<file path="config.mk">
export PLATFORM = sky130hd
export DESIGN_NAME = zstd_frame_raw_rle_decoder_unit
export DESIGN_NICKNAME = d
export VERILOG_FILES = /design/src/sv/zfrd_pkg.sv /design/src/sv/zstd_frame_raw_rle_decoder_unit.sv /design/src/sv/zfrd_parser.sv
export SDC_FILE = /design/constraint.sdc
export NUM_CORES = 2
export LEC_CHECK = 0
export ABC_AREA = 1
export ABC_CLOCK_PERIOD_IN_PS = 26400
export BUFFER_PORTS_ARGS = -buffer_cell sky130_fd_sc_hd__buf_2
export CORE_MARGIN = 5
export CORE_UTILIZATION = 53
export DETAILED_ROUTE_END_ITERATION = 8
export HOLD_SLACK_MARGIN = 0.08
export PLACE_DENSITY_LB_ADDON = 0.12
export SYNTH_ARGS = -nofsm -noshare
export SYNTH_HDL_FRONTEND = slang
export SYNTH_HIERARCHICAL = 1
export SYNTH_SLANG_ARGS = --single-unit
</file>
<file path="constraint.sdc">
create_clock -name clk -period 26.4 [get_ports clk]
set_input_delay 5.28 -clock clk [delete_from_list [all_inputs] [get_ports clk]]
set_output_delay 5.28 -clock clk [all_outputs]
set_load 0.02 [all_outputs]
</file>
<file path="src/sv/zfrd_pkg.sv">
package zfrd_pkg;

  typedef struct packed {
    logic       kind;
    logic [7:0] byte_in;
  } item_t;

  typedef struct packed {
    logic [1:0]  result_kind;
    logic [7:0]  byte_out;
    logic [17:0] run_length;
    logic [3:0]  error_code;
    logic        stream_last;
  } result_t;

  localparam logic [31:0] ZSTD_MAGIC = 32'hfd2fb528;
  localparam logic [31:0] SKIP_BASE  = 32'h184d2a50;
  localparam logic [31:0] SKIP_MASK  = 32'hfffffff0;

  localparam logic       KIND_BYTE = 1'b0;
  localparam logic       KIND_END  = 1'b1;

  localparam logic [1:0] RES_LITERAL = 2'd0;
  localparam logic [1:0] RES_RUN     = 2'd1;
  localparam logic [1:0] RES_DONE    = 2'd2;
  localparam logic [1:0] RES_ERROR   = 2'd3;

  localparam logic [3:0] ERR_TRUNCATED    = 4'd0;
  localparam logic [3:0] ERR_BAD_MAGIC    = 4'd1;
  localparam logic [3:0] ERR_RESERVED_BIT = 4'd2;
  localparam logic [3:0] ERR_DICTIONARY   = 4'd3;
  localparam logic [3:0] ERR_ZERO_WINDOW  = 4'd4;
  localparam logic [3:0] ERR_WINDOW_LIMIT = 4'd5;
  localparam logic [3:0] ERR_CONTENT_LIM  = 4'd6;
  localparam logic [3:0] ERR_ZERO_BLKMAX  = 4'd7;
  localparam logic [3:0] ERR_RESERVED_BLK = 4'd8;
  localparam logic [3:0] ERR_BLOCK_BIG    = 4'd9;
  localparam logic [3:0] ERR_OUTPUT_LIMIT = 4'd10;
  localparam logic [3:0] ERR_COMPRESSED   = 4'd11;
  localparam logic [3:0] ERR_SIZE_MISMATCH = 4'd12;

  localparam logic [1:0] REG_OUTPUT_LIMIT = 2'd0;
  localparam logic [1:0] REG_WINDOW_LIMIT = 2'd1;

  localparam logic [1:0] BTYPE_RAW  = 2'd0;
  localparam logic [1:0] BTYPE_RLE  = 2'd1;
  localparam logic [1:0] BTYPE_COMP = 2'd2;
  localparam logic [1:0] BTYPE_RSVD = 2'd3;

  typedef enum logic [11:0] {
    PH_MAGIC     = 12'b0000_0000_0001,
    PH_SKIP_SIZE = 12'b0000_0000_0010,
    PH_SKIP_BODY = 12'b0000_0000_0100,
    PH_DESC      = 12'b0000_0000_1000,
    PH_WINDOW    = 12'b0000_0001_0000,
    PH_DICT      = 12'b0000_0010_0000,
    PH_FCS       = 12'b0000_0100_0000,
    PH_BLK_HDR   = 12'b0000_1000_0000,
    PH_RAW       = 12'b0001_0000_0000,
    PH_RLE       = 12'b0010_0000_0000,
    PH_COMP      = 12'b0100_0000_0000,
    PH_CHECKSUM  = 12'b1000_0000_0000
  } phase_t;

  // length in bytes of the frame content size field
  function automatic logic [3:0] fcs_len(input logic [1:0] code, input logic single);
    logic [3:0] n;
    unique case (code)
      2'd0: n = single ? 4'd1 : 4'd0;
      2'd1: n = 4'd2;
      2'd2: n = 4'd4;
      default: n = 4'd8;
    endcase
    return n;
  endfunction

endpackage

</file>
<file path="src/sv/zstd_frame_raw_rle_decoder_unit.sv">
// Zstandard frame parser for raw and RLE blocks.
// Input channel: item_valid / item_stall / item, one stream word (byte or end
// marker) per accepted word. Output channel: result_valid / result_stall /
// result, at most one result word per input word: a literal byte, a run
// (byte and count), stream done, or an error code.
// A result is registered: it appears on the outputs in the cycle after the input
// word that caused it is accepted. The parser takes one input word per cycle
// while item_stall is low, and updates its state for each accepted byte.
// The result register sits between parser and receiver; while the receiver
// stalls a waiting result, item_stall is raised and the parser holds.
// After an error, bytes are dropped until the end marker, which gives no result
// and starts a fresh stream. Output already sent before an error stays sent.
// Configuration (output_limit, window_limit) is written through cfg_we / cfg_index /
// cfg_data, only while the block is idle: a rule for the user, not enforced.
// Reset (rst, synchronous) empties the result register, restores the limits to
// their defaults and puts the parser back to expecting a frame magic.
module zstd_frame_raw_rle_decoder_unit import zfrd_pkg::*; #(
  parameter int BLOCK_SIZE_CAP = 131072
) (
  input  logic        clk,
  input  logic        rst,
  input  logic        item_valid,
  output logic        item_stall,
  input  item_t       item,
  output logic        result_valid,
  input  logic        result_stall,
  output result_t     result,
  input  logic        cfg_we,
  input  logic [1:0]  cfg_index,
  input  logic [31:0] cfg_data
);

  logic [31:0] output_limit;
  logic [31:0] window_limit;
  logic        take;
  logic        res_valid;
  result_t     res;

  assign item_stall = result_valid && result_stall;
  assign take = item_valid && !item_stall;

  always_ff @(posedge clk) begin
    if (rst) begin
      output_limit <= 32'd16777216;
      window_limit <= 32'd8388608;
    end else if (cfg_we) begin
      if (cfg_index == REG_OUTPUT_LIMIT) output_limit <= cfg_data;
      if (cfg_index == REG_WINDOW_LIMIT) window_limit <= cfg_data;
    end
  end

  zfrd_parser #(.BLOCK_SIZE_CAP(BLOCK_SIZE_CAP)) u_parser (
    .clk(clk), .rst(rst), .take(take), .item(item),
    .output_limit(output_limit), .window_limit(window_limit),
    .res_valid(res_valid), .res(res)
  );

  always_ff @(posedge clk) begin
    if (rst) begin
      result_valid <= 1'b0;
    end else if (!item_stall) begin
      result_valid <= take && res_valid;
    end
  end

  always_ff @(posedge clk) begin
    if (!item_stall && take && res_valid) result <= res;
  end

endmodule

</file>
<file path="src/sv/zfrd_parser.sv">
module zfrd_parser import zfrd_pkg::*; #(
  parameter int BLOCK_SIZE_CAP = 131072
) (
  input  logic        clk,
  input  logic        rst,
  input  logic        take,
  input  item_t       item,
  input  logic [31:0] output_limit,
  input  logic [31:0] window_limit,
  output logic        res_valid,
  output result_t     res
);

  localparam int BMW = $clog2(BLOCK_SIZE_CAP + 1);
  localparam logic [63:0] CAP64 = 64'(BLOCK_SIZE_CAP);

  phase_t      phase, phase_next;
  logic [2:0]  field_byte_index, field_byte_index_next;
  logic [63:0] field_accumulator, field_accumulator_next;
  logic [31:0] skip_remaining, skip_remaining_next;
  logic        seg_single, seg_single_next;
  logic        checksum_present, checksum_present_next;
  logic [1:0]  content_size_code, content_size_code_next;
  logic [2:0]  dictionary_bytes, dictionary_bytes_next;
  logic [63:0] window_bytes, window_bytes_next;
  logic [63:0] content_bytes, content_bytes_next;
  logic        content_known, content_known_next;
  logic [BMW-1:0] block_max, block_max_next;
  logic [20:0] block_remaining, block_remaining_next;
  logic        block_over_limit, block_over_limit_next;
  logic        final_block, final_block_next;
  logic [31:0] frame_produced, frame_produced_next;
  logic [31:0] total_produced, total_produced_next;
  logic        halted_on_error, halted_on_error_next;

  logic        do_dict, do_fcs, do_finish, do_bdone, do_fend;
  logic        failed, emitted;
  logic [3:0]  fail_code;
  logic [1:0]  emit_kind;
  logic [17:0] emit_run;
  logic [63:0] acc_upd;
  logic [3:0]  idx1;
  logic [3:0]  flen;
  logic [63:0] base, wb;
  logic [20:0] bsize;
  logic [1:0]  btype;
  logic [31:0] used;
  logic [20:0] br_dec;
  logic [31:0] skip_dec;
  logic [7:0]  b;
  logic        start;
  phase_t      start_ph;

  always_comb begin
    phase_next = phase;
    field_byte_index_next = field_byte_index;
    field_accumulator_next = field_accumulator;
    skip_remaining_next = skip_remaining;
    seg_single_next = seg_single;
    checksum_present_next = checksum_present;
    content_size_code_next = content_size_code;
    dictionary_bytes_next = dictionary_bytes;
    window_bytes_next = window_bytes;
    content_bytes_next = content_bytes;
    content_known_next = content_known;
    block_max_next = block_max;
    block_remaining_next = block_remaining;
    block_over_limit_next = block_over_limit;
    final_block_next = final_block;
    frame_produced_next = frame_produced;
    total_produced_next = total_produced;
    halted_on_error_next = halted_on_error;
    do_dict = 1'b0; do_fcs = 1'b0; do_finish = 1'b0; do_bdone = 1'b0; do_fend = 1'b0;
    failed = 1'b0; fail_code = ERR_TRUNCATED;
    emitted = 1'b0; emit_kind = RES_LITERAL; emit_run = 18'd1;
    start = 1'b0; start_ph = PH_MAGIC;
    b = item.byte_in;
    acc_upd = field_accumulator | ({56'd0, b} << {field_byte_index, 3'b000});
    idx1 = {1'b0, field_byte_index} + 4'd1;
    flen = fcs_len(content_size_code, seg_single);
    base = 64'd1 << (6'd10 + {3'd0, b[7:3]});
    wb = 64'd0;
    bsize = acc_upd[23:3];
    btype = acc_upd[2:1];
    used = (total_produced < output_limit) ? total_produced : output_limit;
    br_dec = (block_remaining != 21'd0) ? block_remaining - 21'd1 : 21'd0;
    skip_dec = (skip_remaining != 32'd0) ? skip_remaining - 32'd1 : 32'd0;

    if (take && !halted_on_error && item.kind == KIND_BYTE) begin
      // field bytes go into the accumulator until complete
      field_accumulator_next = acc_upd;
      field_byte_index_next = idx1[2:0];
      unique case (phase)
        PH_MAGIC: begin
          if (idx1 >= 4'd4) begin
            if ((acc_upd[31:0] & SKIP_MASK) == SKIP_BASE) begin
              start = 1'b1; start_ph = PH_SKIP_SIZE;
            end else if (acc_upd[31:0] != ZSTD_MAGIC) begin
              failed = 1'b1; fail_code = ERR_BAD_MAGIC;
            end else begin
              start = 1'b1; start_ph = PH_DESC;
            end
          end
        end
        PH_SKIP_SIZE: begin
          if (idx1 >= 4'd4) begin
            skip_remaining_next = acc_upd[31:0];
            start = 1'b1;
            start_ph = (acc_upd[31:0] == 32'd0) ? PH_MAGIC : PH_SKIP_BODY;
          end
        end
        PH_SKIP_BODY: begin
          skip_remaining_next = skip_dec;
          if (skip_dec == 32'd0) begin
            start = 1'b1; start_ph = PH_MAGIC;
          end
        end
        PH_DESC: begin
          field_accumulator_next = field_accumulator;
          field_byte_index_next = field_byte_index;
          content_size_code_next = b[7:6];
          seg_single_next = b[5];
          if (b[3]) begin
            failed = 1'b1; fail_code = ERR_RESERVED_BIT;
          end else begin
            checksum_present_next = b[2];
            dictionary_bytes_next = (b[1:0] == 2'd3) ? 3'd4 : {1'b0, b[1:0]};
            window_bytes_next = 64'd0;
            content_bytes_next = 64'd0;
            if (!b[5]) begin
              start = 1'b1; start_ph = PH_WINDOW;
            end else begin
              do_dict = 1'b1;
            end
          end
        end
        PH_WINDOW: begin
          field_accumulator_next = field_accumulator;
          field_byte_index_next = field_byte_index;
          // mantissa eighths added as shifted copies of the base
          window_bytes_next = base + ({64{b[2]}} & (base >> 1)) +
                              ({64{b[1]}} & (base >> 2)) + ({64{b[0]}} & (base >> 3));
          do_dict = 1'b1;
        end
        PH_DICT: begin
          if (idx1 >= {1'b0, dictionary_bytes}) begin
            if (acc_upd != 64'd0) begin
              failed = 1'b1; fail_code = ERR_DICTIONARY;
            end else begin
              do_fcs = 1'b1;
            end
          end
        end
        PH_FCS: begin
          if (idx1 >= flen) begin
            content_bytes_next = acc_upd + ((flen == 4'd2) ? 64'd256 : 64'd0);
            do_finish = 1'b1;
          end
        end
        PH_BLK_HDR: begin
          if (idx1 >= 4'd3) begin
            final_block_next = acc_upd[0];
            if (btype == BTYPE_RSVD) begin
              failed = 1'b1; fail_code = ERR_RESERVED_BLK;
            end else if ({11'd0, bsize} > 32'(block_max)) begin
              failed = 1'b1; fail_code = ERR_BLOCK_BIG;
            end else begin
              block_over_limit_next = {11'd0, bsize} > (output_limit - used);
              block_remaining_next = bsize;
              if (btype == BTYPE_RAW) begin
                if (bsize == 21'd0) begin
                  do_bdone = 1'b1;
                end else begin
                  start = 1'b1; start_ph = PH_RAW;
                end
              end else if (btype == BTYPE_RLE) begin
                start = 1'b1; start_ph = PH_RLE;
              end else if (bsize == 21'd0) begin
                failed = 1'b1; fail_code = ERR_COMPRESSED;
              end else begin
                start = 1'b1; start_ph = PH_COMP;
              end
            end
          end
        end
        PH_RAW: begin
          field_accumulator_next = field_accumulator;
          field_byte_index_next = field_byte_index;
          block_remaining_next = br_dec;
          if (block_over_limit) begin
            if (br_dec == 21'd0) begin
              failed = 1'b1; fail_code = ERR_OUTPUT_LIMIT;
            end
          end else begin
            total_produced_next = total_produced + 32'd1;
            frame_produced_next = frame_produced + 32'd1;
            if (br_dec == 21'd0) do_bdone = 1'b1;
            emitted = 1'b1;
          end
        end
        PH_RLE: begin
          field_accumulator_next = field_accumulator;
          field_byte_index_next = field_byte_index;
          if (block_over_limit) begin
            failed = 1'b1; fail_code = ERR_OUTPUT_LIMIT;
          end else begin
            total_produced_next = total_produced + {11'd0, block_remaining};
            frame_produced_next = frame_produced + {11'd0, block_remaining};
            block_remaining_next = 21'd0;
            do_bdone = 1'b1;
            if (block_remaining != 21'd0) begin
              emitted = 1'b1; emit_kind = RES_RUN;
              emit_run = block_remaining[17:0];
            end
          end
        end
        PH_COMP: begin
          field_accumulator_next = field_accumulator;
          field_byte_index_next = field_byte_index;
          block_remaining_next = br_dec;
          if (br_dec == 21'd0) begin
            failed = 1'b1; fail_code = ERR_COMPRESSED;
          end
        end
        PH_CHECKSUM: begin
          if (idx1 >= 4'd4) do_fend = 1'b1;
        end
        default: begin
          start = 1'b1; start_ph = PH_MAGIC;
        end
      endcase

      // header tail (dict id, content size, checks); block/frame end
      if (do_dict) begin
        if (dictionary_bytes_next == 3'd0) begin
          do_fcs = 1'b1;
        end else begin
          start = 1'b1; start_ph = PH_DICT;
        end
      end
      if (do_fcs) begin
        content_known_next = fcs_len(content_size_code_next, seg_single_next) != 4'd0;
        if (!content_known_next) begin
          do_finish = 1'b1;
        end else begin
          start = 1'b1; start_ph = PH_FCS;
        end
      end
      if (do_finish) begin
        wb = seg_single_next ? content_bytes_next : window_bytes_next;
        window_bytes_next = wb;
        block_max_next = BMW'((wb < CAP64) ? wb : CAP64);
        if (wb == 64'd0 && !seg_single_next) begin
          failed = 1'b1; fail_code = ERR_ZERO_WINDOW;
        end else if (wb > {32'd0, window_limit}) begin
          failed = 1'b1; fail_code = ERR_WINDOW_LIMIT;
        end else if (content_known_next && content_bytes_next > {32'd0, output_limit}) begin
          failed = 1'b1; fail_code = ERR_CONTENT_LIM;
        end else if (wb == 64'd0 && (!content_known_next || content_bytes_next != 64'd0)) begin
          failed = 1'b1; fail_code = ERR_ZERO_BLKMAX;
        end else begin
          frame_produced_next = 32'd0;
          start = 1'b1; start_ph = PH_BLK_HDR;
        end
      end
      if (do_bdone) begin
        if (!final_block_next) begin
          start = 1'b1; start_ph = PH_BLK_HDR;
        end else if (checksum_present_next) begin
          start = 1'b1; start_ph = PH_CHECKSUM;
        end else begin
          do_fend = 1'b1;
        end
      end
      if (do_fend) begin
        if (content_known_next && {32'd0, frame_produced_next} != content_bytes_next) begin
          failed = 1'b1; fail_code = ERR_SIZE_MISMATCH;
        end else begin
          start = 1'b1; start_ph = PH_MAGIC;
        end
      end
      if (start) begin
        phase_next = start_ph;
        field_byte_index_next = 3'd0;
        field_accumulator_next = 64'd0;
      end
      if (failed) halted_on_error_next = 1'b1;
    end

    res_valid = 1'b0;
    res = '{result_kind: RES_LITERAL, byte_out: b, run_length: emit_run,
            error_code: ERR_TRUNCATED, stream_last: 1'b0};
    if (take && item.kind == KIND_END) begin
      res_valid = !halted_on_error;
      res.byte_out = 8'd0;
      res.run_length = 18'd0;
      res.stream_last = 1'b1;
      res.result_kind = (phase == PH_MAGIC && field_byte_index == 3'd0) ? RES_DONE : RES_ERROR;
    end else if (failed) begin
      res_valid = 1'b1;
      res = '{result_kind: RES_ERROR, byte_out: 8'd0, run_length: 18'd0,
              error_code: fail_code, stream_last: 1'b1};
    end else if (emitted) begin
      res_valid = 1'b1;
      res.result_kind = emit_kind;
    end
  end

  always_ff @(posedge clk) begin
    if (rst || (take && item.kind == KIND_END)) begin
      phase <= PH_MAGIC;
      field_byte_index <= '0;
      field_accumulator <= '0;
      skip_remaining <= '0;
      seg_single <= 1'b0;
      checksum_present <= 1'b0;
      content_size_code <= '0;
      dictionary_bytes <= '0;
      window_bytes <= '0;
      content_bytes <= '0;
      content_known <= 1'b0;
      block_max <= '0;
      block_remaining <= '0;
      block_over_limit <= 1'b0;
      final_block <= 1'b0;
      frame_produced <= '0;
      total_produced <= '0;
      halted_on_error <= 1'b0;
    end else begin
      phase <= phase_next;
      field_byte_index <= field_byte_index_next;
      field_accumulator <= field_accumulator_next;
      skip_remaining <= skip_remaining_next;
      seg_single <= seg_single_next;
      checksum_present <= checksum_present_next;
      content_size_code <= content_size_code_next;
      dictionary_bytes <= dictionary_bytes_next;
      window_bytes <= window_bytes_next;
      content_bytes <= content_bytes_next;
      content_known <= content_known_next;
      block_max <= block_max_next;
      block_remaining <= block_remaining_next;
      block_over_limit <= block_over_limit_next;
      final_block <= final_block_next;
      frame_produced <= frame_produced_next;
      total_produced <= total_produced_next;
      halted_on_error <= halted_on_error_next;
    end
  end

endmodule

</file>
Yosys cells after proc, flatten, opt, wreduce, memory -nomap -nowiden --
Index checks and enable logic that the tools add are counted.
Word-level totals: register bits 451, bits in latches 0, bits in writable memories 0, ROM bits 0, word-level logic and storage cells 366, memories kept 0
Cells by class: $add $sub $neg 13, multiply operators 0, divide/modulo/power cells 0, order comparisons 10, eq/ne operators 31, shift-type cells 2, multiplexer cells 218, bitwise operators 11, reductions and logical operators 54
Operator list (count):
- $mux W64 | 9
- $mux W32 | 13
- $mux W12 | 24
- $add A64 B64 Y64 | 4
- $pmux W64 S2 | 2
- $pmux W32 S2 | 3
- $gt A64 B32 Y1 | 2
- $reduce_bool A64 Y1 | 2
- $mux W21 | 5
- $mux W1 | 101
- $mux W4 | 24
- $mux W18 | 5
- $add A32 B1 Y32 const B | 2
- $add A32 B21 Y32 | 2
- $and A64 B61 Y64 | 1
- $and A64 B62 Y64 | 1
- $and A64 B63 Y64 | 1
- $logic_not A32 Y1 | 2
- $logic_not A64 Y1 | 1
- $lt A64 B18 Y1 const B | 1
- $ne A32 B64 Y1 | 1
- $or A64 B64 Y64 | 1
- $shl A1 B8 Y64 const A | 1
- $shl A8 B6 Y64 | 1
- other kinds (68) | 130

Depth between registers and ports, before layout --
depth in word-level cells 33, gate-level depth with buffers 60, depth with buffers taken out 59

Modules after synthesis --
Netlist, hierarchy kept.
By module, submodules not included:
- zfrd_parser | times used 1, cells an instance 7213, area an instance 42448.2 sq um
- zstd_frame_raw_rle_decoder_unit | times used 1, cells an instance 454, area an instance 3787.4 sq um

Worst setup path after synthesis --
OpenSTA, ideal clock, no wires.
kind input port to flip-flop, start point input item[4] (netlist bit), end point register result[0] (netlist bit) (enable), arrival time 14626 ps, data required time 25936 ps, setup slack 11310 ps, stages on the path 56, path buffers 3, cells stage by stage buf_2 -> inv_1 -> o21ai_0 -> xor2_1 -> clkinv_1 -> clkbuf_1 -> nand2_1 -> nor2_1 -> inv_1 -> nor2_1 -> fa_1 -> inv_1 -> fa_1 -> inv_1 -> ha_1 -> fa_1 -> nand2_1 -> inv_1 -> [20 not listed] -> nor2_4 -> nand2_2 -> nor2_4 -> nand2_4 -> buf_4 -> nand2_1 -> nand2_1 -> nand4_1 -> nor2_1 -> nand3_1 -> o21bai_2 -> nand2_2 -> nand3_1 -> nand2_2 -> inv_1 -> a21oi_1 -> inv_1 -> nor3_1
Between the ends: word-level cells in the longest chain between the ends 29, elaborated cells on any way between the ends 81, those cells by class add/sub (5); order compare (3); eq/ne (3); shift (2); mux (53); bitwise (4); reduce/logical (11)
RTL lines:
- start: declaration | RTL line zstd_frame_raw_rle_decoder_unit.sv:24 | input item_t item,
- parallel branches: the longest is 23 deep, another holds $add A64 B64 Y64
- $mux W1 (*) | RTL line zfrd_parser.sv:275 | if (do_fend) begin
- $mux W1 (*) (2 in series) | RTL line zfrd_parser.sv:89 | if (take && !halted_on_error && item.kind == KIND_BYTE) begin
- $mux W1 (*) | RTL line zfrd_parser.sv:299 | end else if (failed) begin
- $mux W1 (*) | RTL line zfrd_parser.sv:293 | if (take && item.kind == KIND_END) begin
- net res_valid | RTL line zstd_frame_raw_rle_decoder_unit.sv:36 | logic res_valid;
- $logic_and A1 B1 Y1 (*) | RTL line zstd_frame_raw_rle_decoder_unit.sv:67 | if (!item_stall && take && res_valid) result <= res;
- end signal: assignment | RTL line zstd_frame_raw_rle_decoder_unit.sv:67
- end: declaration | RTL line zstd_frame_raw_rle_decoder_unit.sv:27 | output result_t result,
Mark *: on every way through the listed nets, which the timed path passes. The select of a mux whose other input is x is not followed. A chain may end at the register's enable or synchronous reset.

Worst setup path in the final report --
start point input item[5] (netlist bit), end point register result[30] (netlist bit) (enable)
The elaborated chain is that of the path after synthesis.

==> results.cfg <==
[clock_network]
cts_root_buf = clkbuf_16
post_cts_resized = 0
post-cts-setup-buffers = 0
cts_tree = done
worstSkewPairLatency_ns = 0.65
htreeDepth = 2
cts_hold_buf = 0
clk_path_buf_depth = 3
clock_sinks = 451
cts-buffers-inserted = 54
path_clk_slew_ns = 0.06

[yosys]
synth_flop_cell = dfxtp_1
synthCells = 7667
synthArstFlopShare_pct = 0
postSynthAreaPerCell_um2 = 6.03
synth_edf_count = 33
synth-warning-count = 6
seq_area_frac_synth_pct = 20.2
yosys-top-cells-area = dfxtp_1 (18%), nand2_1 (15%), inv_1 (9.8%), ha_1 (7.8%), nor2_1 (7.1%)
synth_top_area_share_pct = 18.1
synth_area_um2 = 46200
synth-seq-cells = 451
synth_top_cell_by_area = dfxtp_1
synth_cell_types = 75

[global_routing]
grt_pass1_vias = 47000
grt_overflow = 0
grt_first_pass_wirelength_um = 287000
grt_max_degree = 197
grt_antenna_before_repair = 3
grt_usage_pct = 39.3

[placed_design]
dpl_cell_area_um2 = 47400
gp_congestion = 1.07
io_buffers = 82
dp_hpwl_um = 151000
place_inst = 8703

[power_and_ir_drop]
cellLeakagePower_nw = 23.7
seq_power_share_pct = 33.1
p_sw_mw = 0.865
power_mw = 2.21
clock_power_share_pct = 35.1
power.internal_mw = 1.35
combPwrFrac_pct = 31.8
ir_worst_vdd_v = 0.0000561
p_sw_share_pct = 39.1
p_per_area_nw_per_um2 = 44.9

[outcome]
status = finished clean

[cells_and_area]
multi_input_area_um2 = 31100
postLayoutCoreUtil_pct = 56.8
fillers = 8907
final_area_um2 = 49200
final_cells = 8804
final_nets = 8068
drive_gt1_share_pct = 5.06
layout-area-overhead-vs-synth_pct = 6.49
regArea_um2 = 9360

[timing]
finalSetupViolCount = 0
slew-limit-headroom_pct = 8.01
fmax_mhz = 60.9
min_period_ns = 16.42
tightest_slew_ns = 1.38
grt_setup_unrepaired = no
tns_ns = 0
fin_crit_sh_pct = 62.2
fin_skew_ns = 0.0323
drv_slew = 0
timing.final.hold_violations = 0

[critical_path]
slowest_delay_ns = 0.64
path_common_cell = nand2_1
critPathKind = in2reg
startpoint_type = primary input
required_ns = 26.69
cp-end-kind = register
slowest_stage = nand2_2
path_max_fanout = 71
crit_arrival_ns = 16.71

[floorplan]
die_w_um = 305
fp.coreArea_um2 = 86600
die-area_um2 = 93200
start_util_pct = 53.4
dieHeight_um = 305
fp-row-count = 108
ios = 83

[detailed_routing]
drc = 0
drt-total-wl_um = 193000
wl_per_cell_um = 21.9
via_per_inst = 5.92
antenna_left = 0
dr_total_vias = 52100
dr.pass1.iters = 7
first_iter_violations = 6925

[run]
max-cap-violations = 0

[hold_path]
hold_path_class = reg2reg
## critical path: cells and delay by family
kind / cells / cell delay, ns
and+or+nand+nor: 26 / 4.31
buffers and inverters: 13 / 2.88
AOI/OAI and AO/OA: 11 / 2.21
adders and majority gates: 4 / 1.66
xor gates and xnor gates: 1 / 0.25
## cells in the final DEF (no fill, tap or decap), types with 21 or more instances in the layout
cell,synthesis,final
a21oi_1,653,653
a31oi_1,21,21
buf_2,52,82
buf_4,10,59
clkbuf_16,0,54
conb_1,2,31
dfxtp_1,418,418
edfxtp_1,33,33
fa_1,126,126
ha_1,290,290
inv_1,1205,1203
inv_2,20,21
nand2_1,1891,1888
nand2_2,24,27
nand3_1,516,516
nand3b_1,40,40
nand4_1,214,214
nor2_1,880,876
nor2_2,20,22
nor3_1,105,103
nor4_1,45,43
o211ai_1,70,70
o21ai_0,440,439
o21bai_1,31,31
o22ai_1,26,26
xnor2_1,31,31
xor2_1,57,57
## power by group through the flow
stage          logic (mW)  registers [mW]  clock network [mW]
2_1_floorplan       0.460           0.740                   0
3_3_place_gp        0.657           0.746                   0
3_5_place_dp        0.660           0.746                   0
4_1_cts             0.662           0.732               0.782
5_1_grt             0.758           0.734               0.813
6_report            0.703           0.732               0.775
## state kept, by name (all words and copies together), names as in the netlist, 32 cells and up
| name | count |
|---|---|
| output_limit | 32 |
| result | 33 |
| u_parser/content_bytes | 64 |
| u_parser/field_accumulator | 64 |
| u_parser/frame_produced | 32 |
| u_parser/skip_remaining | 32 |
| u_parser/total_produced | 32 |
| u_parser/window_bytes | 64 |
| window_limit | 32 |
## per-layer routing
| layer | routed length (um) | vias to the layer above | track usage [%] |
|---|---|---|---|
| li1 | - | 24700 | - |
| met1 | 82100 | 24100 | 56.3 |
| met2 | 77100 | 2931 | 56.0 |
| met3 | 23300 | 418 | 9.42 |
| met4 | 10200 | 0 | 17.5 |
| met5 | 0 | - | 0 |
## final timing paths
check / cells past startpoint / start / slack (ns) / to
max: 55 / item[5] / 9.98 / result[30]$_DFFE_PP_
min: 2 / u_parser/field_accumulator[59]$_SDFFE_PP0P_ / 0.46 / u_parser/field_accumulator[59]$_SDFFE_PP0P_
max reg2reg: 47 / u_parser/field_byte_index[0]$_SDFFE_PP0P_ / 15.59 / result[30]$_DFFE_PP_
min reg2reg: 2 / u_parser/field_accumulator[59]$_SDFFE_PP0P_ / 0.46 / u_parser/field_accumulator[59]$_SDFFE_PP0P_
## stage by stage
| step | setup slack [ns] | hold slack (ns) |
|---|---|---|
| 2_1_floorplan | 11.31 | 0.429 |
| 3_3_place_gp | 9.66 | 0.442 |
| 3_5_place_dp | 9.56 | 0.451 |
| 4_1_cts | 10.17 | 0.460 |
| 5_1_grt | 9.33 | 0.472 |
| 6_report | 9.98 | 0.460 |
## logic make-up after synthesis
logic type,synth area share (%)
buf+inv,12.8
flops,20.2
simple gates,35.4
other cells,0.0162
compound gates,16.5
fa+ha+maj,13.3
xor+xnor,1.67
## area by class of cell
class                           count  share of cell area (%)
Multi-Input combinational cell   5719                    63.2
Antenna cell                        3                  0.0152
Tap cell                         1155                    2.94
Sequential cell                   451                    19.0
Clock inverter                     30                   0.681
Inverter                         1236                    9.44
Clock buffer                       68                    2.93
Timing Repair Buffer              142                    1.77
## Yosys cell counts (all sizes together) (3+ instances only)
cell and count:
a211oi 10, a21boi 18, a21o 6, a21oi 658
a221oi 8, a31oi 21, and2 4, and3 6
buf 99, clkbuf 191, clkinv 10, dfxtp 418
edfxtp 33, fa 126, ha 290, inv 1226
nand2 1921, nand3 524, nand3b 40, nand4 215
nor2 910, nor3 118, nor3b 3, nor4 45
o2111ai 4, o211ai 70, o21a 13, o21ai 456
o21bai 45, o221ai 12, o22ai 26, o31ai 5
o41ai 3, or2 22, xnor2 31, xor2 57
Note: power is estimated with default switching activity, not from simulation.
